$ cat src/rtl/ljpf_pkg.sv
package ljpf_pkg;

   localparam int ATOM_COUNT_DEF = 1024;

   localparam logic [31:0] CUTOFF_RESET = 32'd409600;

   localparam logic [1:0] CMD_CLEAR = 2'd0;
   localparam logic [1:0] CMD_PAIR  = 2'd1;
   localparam logic [1:0] CMD_READ  = 2'd2;

   localparam logic [2:0] STATUS_OK     = 3'd0;
   localparam logic [2:0] STATUS_ORDER  = 3'd1;
   localparam logic [2:0] STATUS_CUTOFF = 3'd2;
   localparam logic [2:0] STATUS_ZERO   = 3'd3;
   localparam logic [2:0] STATUS_SAT    = 3'd4;

   localparam logic signed [47:0] F_MAX = 48'sh7FFF_FFFF_FFFF;
   localparam logic signed [47:0] F_MIN = 48'sh8000_0000_0000;
   localparam logic [62:0] POW_CAP  = 63'h4000_0000_0000_0000;
   localparam logic [62:0] DF_LIMIT = 63'h0200_0000_0000_0000;

   typedef struct packed {
      logic [1:0]         cmd;
      logic [9:0]         first_index;
      logic [9:0]         second_index;
      logic signed [23:0] disp_x;
      logic signed [23:0] disp_y;
      logic signed [23:0] disp_z;
   } req_type;

   typedef struct packed {
      logic [2:0]         status;
      logic signed [47:0] force_x;
      logic signed [47:0] force_y;
      logic signed [47:0] force_z;
   } rsp_type;

   typedef struct packed {
      logic        start;
      logic [63:0] a;
      logic [63:0] b;
   } mul_req_type;

   typedef struct packed {
      logic         done;
      logic [127:0] prod;
   } mul_rsp_type;

   typedef enum logic [4:0] {
      ST_INIT,
      ST_IDLE,
      ST_CLEAR,
      ST_READ,
      ST_READ_DATA,
      ST_SQ,
      ST_SQ_WAIT,
      ST_CHECK,
      ST_DIV,
      ST_POW,
      ST_POW_WAIT,
      ST_DF,
      ST_CON,
      ST_CON_WAIT,
      ST_RD_I,
      ST_WR_I,
      ST_RD_J,
      ST_WR_J,
      ST_RSP
   } state_type;

endpackage

$ cat src/rtl/ljpf_mul.sv
module ljpf_mul
   import ljpf_pkg::*;
(
   input  logic        clock,
   input  logic        reset,
   input  mul_req_type mul_req,
   output mul_rsp_type mul_rsp
);

   logic [63:0]  a_ff;
   logic [63:0]  b_ff;
   logic [127:0] acc_ff;
   logic [63:0]  part_ff;
   logic [1:0]   sh_ff;
   logic [2:0]   step_ff;
   logic         busy_ff;
   logic         done_ff;

   logic [31:0]  a_half;
   logic [31:0]  b_half;
   logic [1:0]   sh_in;
   logic [63:0]  part_in;
   logic [127:0] part_shifted;

   always_comb begin
      unique case (step_ff[1:0])
         2'd0: begin
            a_half = a_ff[31:0];
            b_half = b_ff[31:0];
            sh_in  = 2'd0;
         end
         2'd1: begin
            a_half = a_ff[31:0];
            b_half = b_ff[63:32];
            sh_in  = 2'd1;
         end
         2'd2: begin
            a_half = a_ff[63:32];
            b_half = b_ff[31:0];
            sh_in  = 2'd1;
         end
         default: begin
            a_half = a_ff[63:32];
            b_half = b_ff[63:32];
            sh_in  = 2'd2;
         end
      endcase
      part_in = 64'(a_half) * 64'(b_half);
      unique case (sh_ff)
         2'd0:    part_shifted = 128'(part_ff);
         2'd1:    part_shifted = {32'b0, part_ff, 32'b0};
         default: part_shifted = {part_ff, 64'b0};
      endcase
   end

   always_ff @(posedge clock) begin
      if (reset) begin
         busy_ff <= 1'b0;
         done_ff <= 1'b0;
         step_ff <= 3'd0;
      end else begin
         done_ff <= busy_ff && (step_ff == 3'd4);
         if (mul_req.start) begin
            busy_ff <= 1'b1;
            step_ff <= 3'd0;
         end else if (busy_ff && (step_ff == 3'd4)) begin
            busy_ff <= 1'b0;
         end else if (busy_ff) begin
            step_ff <= step_ff + 3'd1;
         end
      end
   end

   always_ff @(posedge clock) begin
      if (mul_req.start) begin
         a_ff   <= mul_req.a;
         b_ff   <= mul_req.b;
         acc_ff <= '0;
      end else if (busy_ff) begin
         if (step_ff != 3'd0) begin
            acc_ff <= acc_ff + part_shifted;
         end
         if (step_ff != 3'd4) begin
            part_ff <= part_in;
            sh_ff   <= sh_in;
         end
      end
   end

   assign mul_rsp.done = done_ff;
   assign mul_rsp.prod = acc_ff;

endmodule

$ cat config.mk
export PLATFORM = sky130hd
export DESIGN_NAME = ljpf_mul
export DESIGN_NICKNAME = d
export VERILOG_FILES = /design/src/rtl/ljpf_pkg.sv /design/src/rtl/ljpf_mul.sv
export SDC_FILE = /design/constraint.sdc
export NUM_CORES = 2
export LEC_CHECK = 0
export BUFFER_PORTS_ARGS = -buffer_cell sky130_fd_sc_hd__buf_2
export CAP_MARGIN = 10
export CORE_ASPECT_RATIO = 0.6
export CORE_UTILIZATION = 50
export CTS_CLUSTER_DIAMETER = 150
export CTS_CLUSTER_SIZE = 8
export DETAILED_ROUTE_END_ITERATION = 8
export PLACE_DENSITY = 0.67
export SLEW_MARGIN = 20
export SYNTH_ARGS = -nofsm -noshare
export SYNTH_HDL_FRONTEND = slang
export SYNTH_SLANG_ARGS = --single-unit
$ cat constraint.sdc
create_clock -name clock -period 10 [get_ports clock]
set_input_delay 2.5 -clock clock [delete_from_list [all_inputs] [get_ports clock]]
set_output_delay 2.5 -clock clock [all_outputs]
set_load 0.05 [all_outputs]
Yosys cells after proc, flatten, opt, wreduce, memory -nomap -nowiden
Cells that the tools add are included.
- add/sub/neg operators: 2
- multiply operators: 1
- eq/ne operators: 5
- muxes and demuxes: 6
- bitwise gates (word level): 2
- reductions and logical operators: 12
- operators by type and width (operator ; number):
    128-bit case mux with 2 select lines ; 1
    128-bit adder ; 1
    32-bit by 32-bit multiplier with 64-bit output ; 1
    32-bit 2-to-1 mux ; 2
    2-bit OR reduction ; 4
    2-bit by 1-bit == test with 1-bit output, second input constant ; 2
    2-bit zero test ; 2
    2-bit case mux with 2 select lines ; 1
    2-bit AND reduction ; 2
    3-bit by 1-bit adder with 3-bit output, second input constant ; 1
    3-bit == test, second input constant ; 1
    3-bit != test, second input constant ; 1
    3-bit AND reduction ; 1
    3-bit nonzero test ; 1
    2-bit == test, second input constant ; 1
    1-bit 2-to-1 mux ; 2
    1-bit inverter ; 2
    2-bit nonzero test ; 1
    1-bit logical AND ; 1
- flip-flop bits (word level): 327
- input bits: 131

Logic depth before layout (Yosys ltp)
- word-level depth: 4
- depth in mapped cells: 37

Least setup slack after synthesis
No wires, ideal clock.
- kind: reg2reg
- start point: reg step_ff[0]
- end point: reg part_ff[63], data pin
- library setup time: 0.157 ns
- arrival: 9.087 ns
- data required time: 9.843 ns
- slack: 0.756 ns
- stages on the path, launching flop included: 34
- path buffers: 4
- period minus slack after synthesis: 9.244 ns
- path through: dfxtp_1 > inv_1 > ha_1 > clkbuf_1 > nor2_1 > clkbuf_1 > mux2i_1 > clkbuf_1 > nor2_1 > fa_1 > fa_1 > inv_1 > fa_1 > fa_1 > inv_1 > fa_1 > fa_1 > fa_1 > inv_1 > fa_1 > inv_1 > ha_1 > clkbuf_1 > a21oi_1 > o21ai_1 > or2_1 > nor4_1 > a31oi_1 > nand3_1 > o211ai_1 > a211oi_1 > o221ai_1 > and4_1 > nor3_1
- longest elaborated chain between the ends: 4
- elaborated cells between the ends (all ways): 8
- RTL lines (item ; RTL line ; source):
    from (decl) ; ljpf_mul.sv:15 ; logic [2:0] step_ff;
    from (signal assigned) ; ljpf_mul.sv:69 ; step_ff <= step_ff + 3'd1;
    2-bit by 1-bit == test with 1-bit output (tied with other cells) ; ljpf_mul.sv:26 ; unique case (step_ff[1:0])
    2-bit OR reduction (no source line) ; n/a ;
    32-bit 2-to-1 mux ; ljpf_mul.sv:26 ;
    32-bit by 32-bit multiplier with 64-bit output (*) ; ljpf_mul.sv:48 ; part_in = 64'(a_half) * 64'(b_half);
    via part_in[63] ; ljpf_mul.sv:22 ; logic [63:0] part_in;
    to (signal assigned) ; ljpf_mul.sv:84 ; part_ff <= part_in;
    to (decl) ; ljpf_mul.sv:13 ; logic [63:0] part_ff;
The timed path passes the listed nets; every way through them passes the cells marked *.
A chain may end at the register's enable or synchronous reset.

Worst setup path after layout
Ends and elaborated chain as after synthesis.

==> reports/results.tsv <==
metric	value	unit
crit path max fanout	34	
vias in the first global route	43540	
Die Ht	254.0	um
antenna violations before repair	13	
sum of buffers and inverters on the critical path	6	
nets	7586	
largest net degree at the start of global routing	78	
chip width	422.0	um
TNS Setup	0	ns
drt first pass iters	6	
CP Capture Type	flip-flop	
Overflow after GRT	0	
Die Area	107200	um2
R2R depth	30	
Clock Skews	0.06292	ns
DRT iter0 DRCs	5846	
Slew headroom	29.92	%
Final Hold Fails	0	
row cnt	92	
DR vias/cell	6.003	
Synth Area per Inst	8.828	um2
share of layout cells above drive strength 1	10.11	%
Fillers	9630	
Root Buffer Master	clkbuf_16	
Synth Register Bits	327	
final setup fails	0	
cell family with the largest share of critical-path delay	adder cells	
Worst Setup Start Kind	flip-flop	
DP HPWL	166500	um
met1 Resource Use GR	55.09	%
Cells after Synth	5993	
Most Crowded Layer GR	met1	
Synth top area share	33.94	%
asr flop ratio synth	0	%
post-route ant nets	0	
Tcrit/Tclk final	97.00	%
Slew @ Worst Pin	1.040	ns
slowest CP cell	mux2i_2	
Stages on worst setup path	30	
Ports	260	
htree depth	2	
CP most frequent cell	fa_1	
Fmax	103.1	MHz
hold crit path type	flip-flop to flip-flop	
post-layout utilization of the core	55.25	%
CTS sink count	327	
Cell Area, Synth	52910	um2
sequential share of the synthesized area	16.04	%
RD Place Congestion	1.077	
met2 Usage GRT	46.55	%
Core Box Area	105000	um2
clock slew at reported path FFs	0.06	ns
cts bufs inserted	47	
Synth area leaders	fa_1 (34%), edfxtp_1 (11%), ha_1 (9.3%)	
DRT Wirelength	202700	um
Final Non-Filler Cells	7603	
CP peak stage delay	0.72	ns
minimum clock period after layout	9.700	ns
first-pass GRT wire length	292300	um
routed len/inst	26.66	um
IO Port Bufs	259	
synth unique cells	84	
Most used DFF post-synth	edfxtp_1	
CTS tree	built	
Post-synth EDFFs	194	
Vias	45640	
initial core utilization	50.40	%
placed instance count	7522	
Clock Tree Buf Depth	3	
worst hold path cell count	2	
grt met3 use	20.05	%
total track usage	37.49	%
syn nets	7415	
DRC viols	0	
Worst-Skew Late Latency	0.65	ns
CP required	10.46	ns
status	finished, final reports clean	
critical path type	flip-flop to flip-flop	
Synth area leader	fa_1	
WP data arrival	10.16	ns
area grow syn2layout	9.635	%
maxcap violations	0	
Synthesis Warnings	0	
Slew Viols, Final	0	
[state kept, by name (all words and copies together), names as in the netlist]
| name | count |
|---|---|
| a_ff | 64 |
| acc_ff | 128 |
| b_ff | 64 |
| busy_ff | 1 |
| done_ff | 1 |
| part_ff | 64 |
| sh_ff | 2 |
| step_ff | 3 |
[area by class of cell]
cell class	instances	area, um2	share of cell area [%]
diodes	8	20.02	0.03451
clock buffers	66	1269	2.187
clock inverters	4	57.56	0.09923
inverters	958	3596	6.199
multi-input cells	4408	39990	68.94
flip-flops and latches	327	8488	14.63
well taps	1410	1764	3.041
repair buffers	422	2821	4.864
[synth_stat cells (all sizes together), types with 5 or more instances]
cell type and instances:
a21o 102, nand3 32, buf 16, nor2 701
a21oi 327, inv 958, o31ai 23, nor2b 24
nor4 14, o21a 25, o21ai 200, xnor2 110
a211o 7, edfxtp 194, o21bai 48, nor3 39
a211oi 17, clkbuf 284, a31oi 23, fa 897
ha 394, o2111ai 5, and2 78, nand4 72
a22o 37, mux2 65, or2 10, mux2i 96
nand2 830, o221ai 5, a221oi 7, nand2b 15
o211ai 11, a311oi 7, a21boi 15, o41ai 6
and4 8, and3 19, xor2 64, dfxtp 133
or3 17
[worst reg2reg max path: cells and delay by family (launching register included)]
kind            cells  cell delay [ns]
buf+inv             6             0.55
compound gates      6             1.41
mux                 1             0.79
simple gates        7             1.59
flops               1             0.39
fa+ha+maj          10             4.82
[cell usage in the layout, fill, tap and decap left out, types with 8 or more instances in the layout]
master	count
fa_1	897
nand4_1	72
nor2b_1	22
nor2_1	698
and3_1	19
mux2i_2	43
mux2i_1	51
o21a_1	25
buf_4	136
clkbuf_1	18
nor3_1	39
edfxtp_1	194
o31ai_1	19
clkbuf_16	48
and2_1	78
nand2_1	830
o21bai_1	48
dfxtp_1	133
xnor2_1	110
or3_1	16
buf_2	258
and4_1	8
diode_2	8
buf_12	21
a21o_1	102
ha_1	393
a22o_1	37
o211ai_1	11
a21boi_0	12
nor4_1	13
nand3_1	32
a21oi_1	325
mux2_2	58
xor2_1	64
a31oi_1	23
inv_1	958
a211oi_1	15
nand2b_1	15
o21ai_0	193
[cell families (layout without fill, tap and decap cells)]
logic type	count (synthesis)	after routing	synth area share, %
adders and majority gates	1291	1291	43.26
xor gates and xnor gates	174	174	2.880
other	0	8	0
and+or+nand+nor	1873	1873	14.84
buffers and inverters	1258	1450	8.944
AOI/OAI and AO/OA	909	909	10.83
DFF	327	327	16.04
muxes	161	161	3.200
[what timing repair did]
item / in CTS / in global routing
endpoints found under the setup margin: 0 / 6
buffers inserted: 0 / 3
gates resized for setup: 0 / 27
hold buffers: 0 / 0
[per-stage QoR]
stage,hold slack [ns],setup WS (ns),instance area [um2]
final,0.4734,0.2997,58000
after global routing,0.4967,-0.01084,57980
after CTS,0.4747,0.1380,57840
after detailed placement,0.4665,0.1872,56510
after global placement,0.4569,0.3188,56500
after floorplan,0.4851,0.7561,52910
[per-layer routing]
metal,wire (um),up-vias
li1,-,19470
met1,85440,22560
met2,74180,3216
met3,37120,383
met4,5583,12
met5,405,-
[final timing paths]
kind              start          end  slack, ns
max          step_ff[0]  part_ff[63]       0.30
min           acc_ff[0]    acc_ff[0]       0.47
max reg2reg  step_ff[0]  part_ff[63]       0.30
min reg2reg   acc_ff[0]    acc_ff[0]       0.47
Power is left out: the tool's default activity adds up to more than one toggle a clock period on the data nets, which glitch-free logic cannot reach.
